$ cat config.mk
export PLATFORM = sky130hd
export DESIGN_NAME = json_string_unescape_utf8
export DESIGN_NICKNAME = d
export VERILOG_FILES = /design/src/rtl/jsu_pkg.sv /design/src/rtl/json_string_unescape_utf8.sv /design/src/rtl/jsu_front.sv /design/src/rtl/jsu_queue.sv /design/src/rtl/jsu_back.sv
export SDC_FILE = /design/constraint.sdc
export NUM_CORES = 1
export LEC_CHECK = 0
export BUFFER_PORTS_ARGS = -buffer_cell sky130_fd_sc_hd__buf_4
export CORE_MARGIN = 3
export CORE_UTILIZATION = 49
export CTS_BUF_LIST = sky130_fd_sc_hd__clkbuf_8
export CTS_CLUSTER_SIZE = 30
export DETAILED_ROUTE_END_ITERATION = 8
export PLACE_DENSITY_LB_ADDON = 0.2
export SETUP_SLACK_MARGIN = 0.15
export SLEW_MARGIN = 20
export SYNTH_ARGS = -nofsm -noshare
export SYNTH_HDL_FRONTEND = slang
export SYNTH_SLANG_ARGS = --single-unit
export TNS_END_PERCENT = 50
$ cat constraint.sdc
create_clock -name clk -period 4.4 [get_ports clk]
set_input_delay 0.66 -clock clk [delete_from_list [all_inputs] [get_ports clk]]
set_output_delay 0.66 -clock clk [all_outputs]
set_load 0.05 [all_outputs]
$ cat src/rtl/jsu_pkg.sv
// Shared types and constants for the JSON string unescape block.
package jsu_pkg;

  localparam int unsigned QueueDepth = 4;

  localparam int unsigned MaxBytes = 4;
  localparam int unsigned IdxW = $clog2(MaxBytes);

  typedef struct packed {
    logic [MaxBytes-1:0][7:0] bytes;
    logic [IdxW-1:0]          last_idx;
    logic                     byte_valid;
    logic                     string_done;
    logic [3:0]               error_code;
  } jsu_job_t;

endpackage

$ cat src/rtl/json_string_unescape_utf8.sv
// Top level of the JSON string body to UTF-8 decoder.
//
//   Channel  Direction  Contents
//   in_*     input      tdata: data_byte[7:0]; tuser: end_of_text
//   out_*    output     tdata: out_byte[7:0]; tuser: byte_valid, string_done,
//                       error_code[3:0]; tlast: last
//
// The input takes one byte per cycle while the job queue has room.
// Each byte yields zero to four results, sent one per cycle by the serializer
// while the output is ready, so a code point of n UTF-8 bytes gives n results.
// A result passes from its byte through the job queue and then the output register.
// Synchronous active-low reset returns the decoder to plain character mode.
// Either side may stall; the queue absorbs the difference.
module json_string_unescape_utf8 #(
  parameter int unsigned QueueDepth = jsu_pkg::QueueDepth
) (
  input  logic       clk,
  input  logic       rst_n,
  input  logic       in_tvalid,
  output logic       in_tready,
  input  logic [7:0] in_tdata,   // data_byte[7:0]
  input  logic       in_tuser,   // end_of_text
  output logic       out_tvalid,
  input  logic       out_tready,
  output logic [7:0] out_tdata,  // out_byte[7:0]
  output logic [5:0] out_tuser,  // byte_valid, string_done, error_code[3:0]
  output logic       out_tlast
);

  logic              push;
  logic              q_ready;
  logic              pop;
  logic              head_valid;
  jsu_pkg::jsu_job_t push_job;
  jsu_pkg::jsu_job_t head_job;

  jsu_front u_front (
    .clk         (clk),
    .rst_n       (rst_n),
    .in_valid    (in_tvalid),
    .in_ready    (in_tready),
    .data_byte   (in_tdata),
    .end_of_text (in_tuser),
    .q_ready     (q_ready),
    .push        (push),
    .job         (push_job)
  );

  jsu_queue #(
    .Depth (QueueDepth)
  ) u_queue (
    .clk        (clk),
    .rst_n      (rst_n),
    .push       (push),
    .push_job   (push_job),
    .not_full   (q_ready),
    .pop        (pop),
    .head_valid (head_valid),
    .head_job   (head_job)
  );

  jsu_back u_back (
    .clk        (clk),
    .rst_n      (rst_n),
    .head_valid (head_valid),
    .head_job   (head_job),
    .pop        (pop),
    .out_tvalid (out_tvalid),
    .out_tready (out_tready),
    .out_tdata  (out_tdata),
    .out_tuser  (out_tuser),
    .out_tlast  (out_tlast)
  );

endmodule

$ cat src/rtl/jsu_front.sv
// Front end: accepts string bytes, tracks escape state and builds output jobs.
module jsu_front (
  input  logic               clk,
  input  logic               rst_n,
  input  logic               in_valid,
  output logic               in_ready,
  input  logic [7:0]         data_byte,
  input  logic               end_of_text,
  input  logic               q_ready,
  output logic               push,
  output jsu_pkg::jsu_job_t  job
);

  typedef enum logic [5:0] {
    MODE_PLAIN   = 6'b000001,
    MODE_ESC     = 6'b000010,
    MODE_HEX1    = 6'b000100,
    MODE_HEX2    = 6'b001000,
    MODE_NEED_BS = 6'b010000,
    MODE_NEED_U  = 6'b100000
  } mode_t;

  localparam logic [3:0] ERR_NONE       = 4'd0;
  localparam logic [3:0] ERR_UNTERM_STR = 4'd1;
  localparam logic [3:0] ERR_CTRL_CHAR  = 4'd2;
  localparam logic [3:0] ERR_UNTERM_ESC = 4'd3;
  localparam logic [3:0] ERR_BAD_ESC    = 4'd4;
  localparam logic [3:0] ERR_UNTERM_HEX = 4'd5;
  localparam logic [3:0] ERR_BAD_HEX    = 4'd6;
  localparam logic [3:0] ERR_UNPAIR_HI  = 4'd7;
  localparam logic [3:0] ERR_BAD_LOW    = 4'd8;
  localparam logic [3:0] ERR_UNPAIR_LO  = 4'd9;

  localparam logic [7:0] CH_QUOTE = 8'h22;
  localparam logic [7:0] CH_BSLASH = 8'h5c;
  localparam logic [7:0] CH_SLASH = 8'h2f;
  localparam logic [7:0] CH_U = 8'h75;

  function automatic logic [4:0] hex_digit(input logic [7:0] c);
    logic [4:0] d;
    if (c >= 8'h30 && c <= 8'h39) begin
      d = 5'(c - 8'h30);
    end else if (c >= 8'h61 && c <= 8'h66) begin
      d = 5'(c - 8'h57);
    end else if (c >= 8'h41 && c <= 8'h46) begin
      d = 5'(c - 8'h37);
    end else begin
      d = 5'd16;
    end
    return d;
  endfunction

  function automatic jsu_pkg::jsu_job_t status_job(input logic done, input logic [3:0] err);
    jsu_pkg::jsu_job_t j;
    j = '0;
    j.string_done = done;
    j.error_code = err;
    return j;
  endfunction

  function automatic jsu_pkg::jsu_job_t byte_job(input logic [7:0] b);
    jsu_pkg::jsu_job_t j;
    j = '0;
    j.byte_valid = 1'b1;
    j.bytes[0] = b;
    return j;
  endfunction

  function automatic jsu_pkg::jsu_job_t utf8_job(input logic [20:0] cp);
    jsu_pkg::jsu_job_t j;
    j = '0;
    j.byte_valid = 1'b1;
    if (cp < 21'h80) begin
      j.bytes[0] = {1'b0, cp[6:0]};
      j.last_idx = jsu_pkg::IdxW'(0);
    end else if (cp < 21'h800) begin
      j.bytes[0] = {3'b110, cp[10:6]};
      j.bytes[1] = {2'b10, cp[5:0]};
      j.last_idx = jsu_pkg::IdxW'(1);
    end else if (cp < 21'h10000) begin
      j.bytes[0] = {4'b1110, cp[15:12]};
      j.bytes[1] = {2'b10, cp[11:6]};
      j.bytes[2] = {2'b10, cp[5:0]};
      j.last_idx = jsu_pkg::IdxW'(2);
    end else begin
      j.bytes[0] = {5'b11110, cp[20:18]};
      j.bytes[1] = {2'b10, cp[17:12]};
      j.bytes[2] = {2'b10, cp[11:6]};
      j.bytes[3] = {2'b10, cp[5:0]};
      j.last_idx = jsu_pkg::IdxW'(3);
    end
    return j;
  endfunction

  mode_t       mode_r, mode_nxt;
  logic [11:0] hex_r, hex_nxt;
  logic [1:0]  cnt_r, cnt_nxt;
  logic [9:0]  high_r, high_nxt;
  logic        accept;
  logic        emit;
  logic        clear;
  logic [4:0]  digit;
  logic [15:0] hex_full;
  logic [20:0] pair_cp;
  jsu_pkg::jsu_job_t job_d;

  assign in_ready = q_ready;
  assign accept = in_valid && q_ready;
  assign digit = hex_digit(data_byte);
  assign hex_full = {hex_r, digit[3:0]};
  assign pair_cp = 21'h10000 + 21'({high_r, hex_full[9:0]});

  always_comb begin
    mode_nxt = mode_r;
    hex_nxt = hex_r;
    cnt_nxt = cnt_r;
    high_nxt = high_r;
    emit = 1'b0;
    clear = 1'b0;
    job_d = '0;
    unique case (mode_r)
      MODE_ESC: begin
        mode_nxt = MODE_PLAIN;
        emit = 1'b1;
        if (end_of_text) begin
          clear = 1'b1;
          job_d = status_job(1'b0, ERR_UNTERM_ESC);
        end else begin
          case (data_byte)
            CH_QUOTE:  job_d = byte_job(CH_QUOTE);
            CH_BSLASH: job_d = byte_job(CH_BSLASH);
            CH_SLASH:  job_d = byte_job(CH_SLASH);
            8'h62:     job_d = byte_job(8'h08);
            8'h66:     job_d = byte_job(8'h0c);
            8'h6e:     job_d = byte_job(8'h0a);
            8'h72:     job_d = byte_job(8'h0d);
            8'h74:     job_d = byte_job(8'h09);
            CH_U: begin
              emit = 1'b0;
              mode_nxt = MODE_HEX1;
              hex_nxt = '0;
              cnt_nxt = '0;
            end
            default: begin
              clear = 1'b1;
              job_d = status_job(1'b0, ERR_BAD_ESC);
            end
          endcase
        end
      end
      MODE_HEX1, MODE_HEX2: begin
        if (end_of_text) begin
          emit = 1'b1;
          clear = 1'b1;
          job_d = status_job(1'b0, ERR_UNTERM_HEX);
        end else if (digit[4]) begin
          emit = 1'b1;
          clear = 1'b1;
          job_d = status_job(1'b0, ERR_BAD_HEX);
        end else if (cnt_r != 2'd3) begin
          hex_nxt = hex_full[11:0];
          cnt_nxt = cnt_r + 2'd1;
        end else begin
          hex_nxt = '0;
          cnt_nxt = '0;
          if (mode_r == MODE_HEX1) begin
            if (hex_full[15:10] == 6'b110110) begin
              high_nxt = hex_full[9:0];
              mode_nxt = MODE_NEED_BS;
            end else if (hex_full[15:10] == 6'b110111) begin
              emit = 1'b1;
              clear = 1'b1;
              job_d = status_job(1'b0, ERR_UNPAIR_LO);
            end else begin
              emit = 1'b1;
              mode_nxt = MODE_PLAIN;
              job_d = utf8_job(21'(hex_full));
            end
          end else begin
            emit = 1'b1;
            clear = 1'b1;
            if (hex_full[15:10] != 6'b110111) begin
              job_d = status_job(1'b0, ERR_BAD_LOW);
            end else begin
              job_d = utf8_job(pair_cp);
            end
          end
        end
      end
      MODE_NEED_BS: begin
        if (end_of_text || data_byte != CH_BSLASH) begin
          emit = 1'b1;
          clear = 1'b1;
          job_d = status_job(1'b0, ERR_UNPAIR_HI);
        end else begin
          mode_nxt = MODE_NEED_U;
        end
      end
      MODE_NEED_U: begin
        if (end_of_text || data_byte != CH_U) begin
          emit = 1'b1;
          clear = 1'b1;
          job_d = status_job(1'b0, ERR_UNPAIR_HI);
        end else begin
          mode_nxt = MODE_HEX2;
          hex_nxt = '0;
          cnt_nxt = '0;
        end
      end
      default: begin
        mode_nxt = MODE_PLAIN;
        emit = 1'b1;
        if (end_of_text) begin
          clear = 1'b1;
          job_d = status_job(1'b0, ERR_UNTERM_STR);
        end else if (data_byte == CH_QUOTE) begin
          clear = 1'b1;
          job_d = status_job(1'b1, ERR_NONE);
        end else if (data_byte < 8'h20) begin
          clear = 1'b1;
          job_d = status_job(1'b0, ERR_CTRL_CHAR);
        end else if (data_byte == CH_BSLASH) begin
          emit = 1'b0;
          mode_nxt = MODE_ESC;
        end else begin
          job_d = byte_job(data_byte);
        end
      end
    endcase
    if (clear) begin
      mode_nxt = MODE_PLAIN;
      hex_nxt = '0;
      cnt_nxt = '0;
      high_nxt = '0;
    end
  end

  assign push = accept && emit;
  assign job = job_d;

  always_ff @(posedge clk) begin
    if (!rst_n) begin
      mode_r <= MODE_PLAIN;
      hex_r <= '0;
      cnt_r <= '0;
      high_r <= '0;
    end else if (accept) begin
      mode_r <= mode_nxt;
      hex_r <= hex_nxt;
      cnt_r <= cnt_nxt;
      high_r <= high_nxt;
    end
  end

endmodule

$ cat src/rtl/jsu_queue.sv
// Short job queue between the front end and the byte serializer.
module jsu_queue #(
  parameter int unsigned Depth = jsu_pkg::QueueDepth
) (
  input  logic               clk,
  input  logic               rst_n,
  input  logic               push,
  input  jsu_pkg::jsu_job_t  push_job,
  output logic               not_full,
  input  logic               pop,
  output logic               head_valid,
  output jsu_pkg::jsu_job_t  head_job
);

  localparam int unsigned AW = (Depth > 1) ? $clog2(Depth) : 1;
  localparam int unsigned CW = $clog2(Depth + 1);

  jsu_pkg::jsu_job_t mem_r [Depth];
  logic [AW-1:0] wr_ptr_r, wr_ptr_nxt;
  logic [AW-1:0] rd_ptr_r, rd_ptr_nxt;
  logic [CW-1:0] cnt_r, cnt_nxt;
  logic          do_push;
  logic          do_pop;

  assign not_full = (cnt_r != CW'(Depth));
  assign head_valid = (cnt_r != '0);
  assign head_job = mem_r[rd_ptr_r];
  assign do_push = push && not_full;
  assign do_pop = pop && head_valid;

  always_comb begin
    wr_ptr_nxt = wr_ptr_r;
    rd_ptr_nxt = rd_ptr_r;
    cnt_nxt = cnt_r;
    if (do_push) begin
      wr_ptr_nxt = (wr_ptr_r == AW'(Depth - 1)) ? '0 : wr_ptr_r + AW'(1);
    end
    if (do_pop) begin
      rd_ptr_nxt = (rd_ptr_r == AW'(Depth - 1)) ? '0 : rd_ptr_r + AW'(1);
    end
    if (do_push && !do_pop) begin
      cnt_nxt = cnt_r + CW'(1);
    end else if (do_pop && !do_push) begin
      cnt_nxt = cnt_r - CW'(1);
    end
  end

  always_ff @(posedge clk) begin
    if (!rst_n) begin
      wr_ptr_r <= '0;
      rd_ptr_r <= '0;
      cnt_r <= '0;
    end else begin
      wr_ptr_r <= wr_ptr_nxt;
      rd_ptr_r <= rd_ptr_nxt;
      cnt_r <= cnt_nxt;
    end
  end

  always_ff @(posedge clk) begin
    if (do_push) begin
      mem_r[wr_ptr_r] <= push_job;
    end
  end

endmodule

$ cat src/rtl/jsu_back.sv
// Back end: serializes each job into results through an output register.
module jsu_back (
  input  logic               clk,
  input  logic               rst_n,
  input  logic               head_valid,
  input  jsu_pkg::jsu_job_t  head_job,
  output logic               pop,
  output logic               out_tvalid,
  input  logic               out_tready,
  output logic [7:0]         out_tdata,
  output logic [5:0]         out_tuser,
  output logic               out_tlast
);

  logic [jsu_pkg::IdxW-1:0] idx_r, idx_nxt;
  logic       valid_r;
  logic [7:0] byte_r;
  logic [5:0] user_r;
  logic       last_r;
  logic       load;
  logic       at_last;

  assign load = head_valid && (!valid_r || out_tready);
  assign at_last = (idx_r == head_job.last_idx);
  assign pop = load && at_last;

  always_comb begin
    idx_nxt = idx_r;
    if (load) begin
      idx_nxt = at_last ? '0 : idx_r + jsu_pkg::IdxW'(1);
    end
  end

  always_ff @(posedge clk) begin
    if (!rst_n) begin
      valid_r <= 1'b0;
      idx_r <= '0;
    end else begin
      idx_r <= idx_nxt;
      if (load) begin
        valid_r <= 1'b1;
      end else if (out_tready) begin
        valid_r <= 1'b0;
      end
    end
  end

  always_ff @(posedge clk) begin
    if (load) begin
      byte_r <= head_job.bytes[idx_r];
      user_r <= {head_job.error_code, head_job.string_done, head_job.byte_valid};
      last_r <= at_last;
    end
  end

  assign out_tvalid = valid_r;
  assign out_tdata = byte_r;
  assign out_tuser = user_r;
  assign out_tlast = last_r;

endmodule

# After elaboration in Yosys (flattened, before gate mapping)
# Memories as Yosys holds them, arrays and structs flattened. A register that Yosys moved wholly into a read port is not among the register bits.
# Cells that the tools add are included.
[word_totals]
ramBits = 160
ff_bits = 55
memories = 1
input_bits = 13
elab_cells = 208
[mem_list]
columns = ["name", "depth", "word_bits", "read_ports", "rd_ports_with_merged_regs", "write_ports", "line", "source"]
rows = [
  ["u_queue.mem_r", 4, 40, 1, 1, 1, "jsu_queue.sv:18", "jsu_pkg::jsu_job_t mem_r [Depth];"],
]
[op_classes]
muxes = 107
magnitude_cmp = 13
reduce_logical = 29
eq_ne = 36
n_addsub = 10
[op_table]
columns = ["cell", "count"]
rows = [
  ["40-bit two-way mux", 11],
  ["40-bit case mux with 4 select lines", 1],
  ["15-bit case mux with 9 select lines", 1],
  ["10-bit two-way mux", 9],
  ["12-bit two-way mux", 7],
  ["6-bit two-way mux", 13],
  ["16-bit two-way mux", 4],
  ["8-bit by 7-bit equality test with 1-bit output, second input constant", 7],
  ["24-bit two-way mux", 2],
  ["12-bit case mux with 3 select lines", 1],
  ["1-bit two-way mux", 28],
  ["2-bit two-way mux", 13],
  ["8-bit two-way mux", 3],
  ["6-bit case mux with 4 select lines", 1],
  ["17-bit by 20-bit adder with 21-bit output, first input constant", 1],
  ["21-bit by 12-bit less-than comparator with 1-bit output, second input constant", 1],
  ["21-bit by 17-bit less-than comparator with 1-bit output, second input constant", 1],
  ["21-bit by 8-bit less-than comparator with 1-bit output, second input constant", 1],
  ["3-bit by 2-bit != test with 1-bit output, second input constant", 7],
  ["6-bit equality test, second input constant", 3],
  ["18-bit two-way mux", 1],
  ["8-bit binary-select mux with 2-bit select", 1],
  ["8-bit by 6-bit equality test with 1-bit output, second input constant", 2],
  ["8-bit by 7-bit >= comparator with 1-bit output, second input constant", 2],
  ["other kinds (38)", 74],
]

# Longest topological paths before layout
[logic_depth]
word_depth = 16
depth_mapped = 13
ltp_nobuf = 13

# Cells and area by module
# From an unflattened synthesis, not the netlist that was laid out.
[unflattened]
cells_unflattened = 776
area_unflattened_um2 = 10314.9
[modules_own_cells]
columns = ["module", "cells_each", "seq_area_each_um2", "area_per_inst_um2", "instances"]
rows = [
  ["jsu_queue", 260, 4984.8, 6246.0, 1],
  ["jsu_front", 470, 600.6, 3215.6, 1],
  ["jsu_back", 46, 510.5, 853.3, 1],
]

# Worst setup path before layout
# OpenSTA, ideal clock, no wires.
[synth_timing]
path_kind = "input -> register"
from = "input in_tdata[0]"
to = "memory u_queue.mem_r[3][0] (netlist name) (enable)"
cell_stages = 8
t_required_ns = 4.003
path_slack_ns = 1.027
t_arrival_ns = 2.977
path_buffers = 0
cell_sequence = "inv_1 ha_1 nor3b_1 a211oi_2 nor2_1 nand2_1 a41oi_2 and2_1"
[synth_between]
elab_chain_cells = 12
word_cells_on_any_way = 38
[synth_rtl]
columns = ["item", "line", "source"]
rows = [
  ["start, declared", "json_string_unescape_utf8.sv:21", "input logic [7:0] in_tdata,"],
  ["8-bit by 7-bit >= comparator with 1-bit output or 8-bit by 7-bit <= comparator with 1-bit output (tied branches)", "jsu_front.sv:45", "end else if (c >= 8'h41 && c <= 8'h46) begin"],
  ["1-bit logical AND", "jsu_front.sv:45", ""],
  ["5-bit two-way mux", "jsu_front.sv:45", ""],
  ["5-bit two-way mux", "jsu_front.sv:43", "end else if (c >= 8'h61 && c <= 8'h66) begin"],
  ["5-bit two-way mux", "jsu_front.sv:41", "if (c >= 8'h30 && c <= 8'h39) begin"],
  ["1-bit two-way mux", "jsu_front.sv:156", "end else if (digit[4]) begin"],
  ["1-bit two-way mux", "jsu_front.sv:152", "if (end_of_text) begin"],
  ["1-bit case mux with 4 select lines *", "jsu_front.sv:121", "unique case (mode_r)"],
  ["1-bit logical AND *", "jsu_front.sv:238", "assign push = accept && emit;"],
  ["1-bit logical AND *", "jsu_queue.sv:28", "assign do_push = push && not_full;"],
  ["via u_queue.do_push", "jsu_queue.sv:22", "logic do_push;"],
  ["1-bit two-way mux *", "jsu_queue.sv:61", "if (do_push) begin"],
  ["1-bit two-way mux (not written as such) *", "jsu_queue.sv:62", "mem_r[wr_ptr_r] <= push_job;"],
  ["end, declared", "jsu_queue.sv:18", ""],
]
# The timed path passes the listed nets; every way through them passes the cells marked *.

# Worst setup path after layout
[layout_timing]
from = "input in_tdata[0]"
to = "register u_queue.cnt_r[2]"
[layout_between]
elab_chain_cells = 13
word_cells_on_any_way = 41
[layout_rtl]
columns = ["item", "line", "source"]
rows = [
  ["8-bit by 7-bit >= comparator with 1-bit output or 8-bit by 7-bit <= comparator with 1-bit output (tied branches)", "jsu_front.sv:45", ""],
  ["1-bit logical AND", "jsu_front.sv:45", ""],
  ["5-bit two-way mux", "jsu_front.sv:45", ""],
  ["5-bit two-way mux", "jsu_front.sv:43", ""],
  ["5-bit two-way mux", "jsu_front.sv:41", ""],
  ["1-bit two-way mux", "jsu_front.sv:156", ""],
  ["1-bit two-way mux", "jsu_front.sv:152", ""],
  ["1-bit case mux with 4 select lines *", "jsu_front.sv:121", ""],
  ["1-bit logical AND *", "jsu_front.sv:238", ""],
  ["1-bit logical AND *", "jsu_queue.sv:28", ""],
  ["via u_queue.do_push", "jsu_queue.sv:22", ""],
  ["1-bit logical NOT", "jsu_queue.sv:43", "end else if (do_pop && !do_push) begin"],
  ["1-bit logical AND", "jsu_queue.sv:43", ""],
  ["2-bit nonzero test (no line)", "--", ""],
  ["end signal, assigned", "jsu_queue.sv:56", "cnt_r <= cnt_nxt;"],
  ["end, declared", "jsu_queue.sv:21", "logic [CW-1:0] cnt_r, cnt_nxt;"],
]
# Marks and branches as above.
# A chain may end at the register's enable or synchronous reset.

==> results.json <==
{
  "final_cells": 987,
  "areaGrowthSynthToFinish_pct": 11.60,
  "ir_drop_v": 0.0002499,
  "pin_count": 30,
  "portBuffers": 29,
  "max_freq_mhz": 291.7,
  "die_w_um": 143.6,
  "dp_cells": 929,
  "ys_seq_elements": 201,
  "critPathRequiredTime_ns": 4.83,
  "cts_resized": 0,
  "cts.sinks": 201,
  "initial_utilization_pct": 50.77,
  "firstDrtPassIters": 5,
  "syn_nets": 719,
  "vias_per_cell": 6.219,
  "syn-cell-area_um2": 9276,
  "setup_viol": 0,
  "num_antenna_cells": 0,
  "hold_path.class": "input pin to register",
  "slew_violations": 0,
  "core_area_um2": 18270,
  "drtIter0Drc": 700,
  "fin_crit_ns": 3.428,
  "wl_per_cell_um": 21.79,
  "grt_first_pass_wirelength_mm": 33.93,
  "slew-limit-headroom_pct": 25.37,
  "ctsHoldBuffers": 0,
  "ys_seq_area_share_pct": 60.53,
  "async_flop_share_pct": 0,
  "path_class": "input pin to register",
  "cp.arrival_ns": 3.86,
  "hold_violations": 0,
  "dpl-instance-area_um2": 9732,
  "hpwl_mm": 14.89,
  "clockPowerShare_pct": 28.4,
  "fin_worst_skew_ns": 0.01834,
  "post-cts-setup-buffer-count": 0,
  "synth.largest_area_cell": "edfxtp_1",
  "cts_buffers": 34,
  "routed_wl_mm": 21.51,
  "fin_util_pct": 56.66,
  "ctsHtreeMaxLevel": 2,
  "crit_fanout": 8,
  "row_count": 49,
  "synth_commonest_cells": "edfxtp_1, nor2_1, nand2_1, mux4_2, dfxtp_1",
  "cts_tree": "yes",
  "swShare_pct": 30.53,
  "synth_edf_count": 159,
  "ant_nets": 0,
  "synth.most_common_cell": "edfxtp_1",
  "clk_pin_slew_worst_paths_ns": 0.06,
  "drv_cap": 0,
  "vias": 6138,
  "finalSetupTns_ns": 0,
  "postSynthAreaPerCell_um2": 13.39,
  "antenna_found_initial": 0,
  "ys.flop_type": "edfxtp_1",
  "p_switching_mw": 1.634,
  "cp-start-kind": "input pin",
  "pwr-share-comb_pct": 25.2,
  "fin_area_um2": 10350,
  "gp_congestion": 0.9246,
  "grt_max_degree": 37,
  "layout-drive-gt1-share_pct": 20.05,
  "grt_usage_pct": 21.45,
  "leakagePower_nw": 3.401,
  "drc_errors": 0,
  "period_share_pct": 77.91,
  "clockBufferDepth": 3,
  "p_seq_share_pct": 46.4,
  "power_mw": 5.352,
  "die_y_um": 143.6,
  "synth_top_area_share_pct": 51.47,
  "synth_warnings": 0,
  "outcome": "complete, no violations",
  "cts-root-buf": "clkbuf_8",
  "power_density_nw_per_um2": 516.9,
  "worstMarginPinSlew_ns": 1.119,
  "synth.distinct_cells": 79,
  "intPower_mw": 3.718,
  "critPathCaptureType": "register",
  "netlist_instances": 693,
  "insertion_delay_ns": 0.51,
  "grt_pass1_vias": 6153,
  "dieArea_um2": 20620,
  "nNetsFinal": 762,
  "rsz0062_at_grt": "false",
  "yosys-top-cells-area": "edfxtp_1, mux4_2, dfxtp_1, nor2_1, a21oi_1",
  "gr-total-overflow": 0
}
-- worst max-delay path, stage by stage --
cell	delay, ns
buf_4	0.14
inv_1	0.11
ha_1	0.24
nor3b_1	0.42
a211oi_2	0.12
nor2_1	0.34
nand2_1	0.14
a41oi_2	0.37
ha_1	0.26
inv_1	0.06
fa_1	0.37
xor2_1	0.17
or3_1	0.31
a21oi_1	0.14
-- power groups by stage --
stage                     Combinational (mW)  Sequential, mW  Clock (mW)
after floorplan                        0.776            2.73           0
after global placement                  1.36            2.51           0
after detailed placement                1.37            2.52           0
after CTS                               1.38            2.49        1.57
after global routing                    1.46            2.51        1.65
final                                   1.35            2.48        1.52
-- worst paths after layout --
check | cells after the start | end | slack, ns | startpoint
worst max-delay path | 14 | u_queue.cnt_r[2] | 0.97 | in_tdata[0]
worst min register to register | 2 | u_front.cnt_r[1] | 0.47 | u_front.cnt_r[1]
worst max register to register | 11 | u_queue.cnt_r[2] | 1.01 | u_front.mode_r[5]
worst min-delay path | 4 | u_back.out_tvalid | 0.43 | out_tready
-- kinds of logic (layout without fill, tap and decap cells) --
kind of cell             after synthesis  count (layout)  synth area share (%)
buffers and inverters                 61             126                 2.563
multiplexers                          50              50                 11.21
AO/OA/AOI/OAI                        150             150                 10.83
AND/OR/NAND/NOR                      212             212                 12.46
flip-flops                           201             201                 60.53
XOR/XNOR                               6               6                0.5665
adder cells (fa/ha/maj)               13              13                 1.834
-- sequential cells by signal, indices dropped and copies added, names as in the netlist, named ones only --
register / count
u_queue.wr_ptr_r: 2
u_front.mode_r: 6
u_front.high_r: 10
u_front.cnt_r: 2
u_front.hex_r: 12
u_back.out_tlast: 1
u_back.out_tdata: 8
u_back.out_tuser: 6
u_queue.mem_r: 144
u_back.idx_r: 2
u_queue.cnt_r: 3
u_queue.rd_ptr_r: 2
u_back.out_tvalid: 1
-- per-layer routing --
| metal | track usage (%) | routed length (um) |
|---|---|---|
| met5 | 0 | 0 |
| met4 | 6.938 | 559 |
| met3 | 4.293 | 1221 |
| met2 | 32.98 | 9974 |
| met1 | 31.05 | 9755 |
-- final cells by class --
type | count | area [um2]
clock inverters | 23 | 138.9
flip-flops and latches | 201 | 5617
clock buffers | 35 | 481.7
inverters | 29 | 108.9
well taps | 229 | 286.5
multi-input cells | 431 | 3427
repair buffers | 39 | 292.8
fillers | 1535 | 7918
-- metrics by stage --
step / setup slack, ns / hold WS [ns]
after floorplan: 1.027 / 0.4385
after global placement: 0.5891 / 0.4566
after detailed placement: 0.4927 / 0.4637
after CTS: 1.021 / 0.4044
after global routing: 0.7276 / 0.4179
final: 0.9718 / 0.4340
-- layout by cell type, fill, tap and decap left out, drive strengths merged, types with 6 or more instances in the layout --
cell type  synthesis  routed
clkinv             0       7
nand4              6       6
buf               10      39
or3                6       6
nor2              54      54
o22ai             14      14
nor4              10      10
inv               29      41
a21oi             40      40
dfxtp             42      42
nor3              13      13
clkbuf            22      35
nand3             18      18
o21ai             39      39
ha                12      12
mux4              43      43
nor2b              6       6
edfxtp           159     159
mux2i              6       6
and2              11      11
a22oi              8       8
nand2             49      49
No activity file was read; power rests on OpenSTA's default activity.
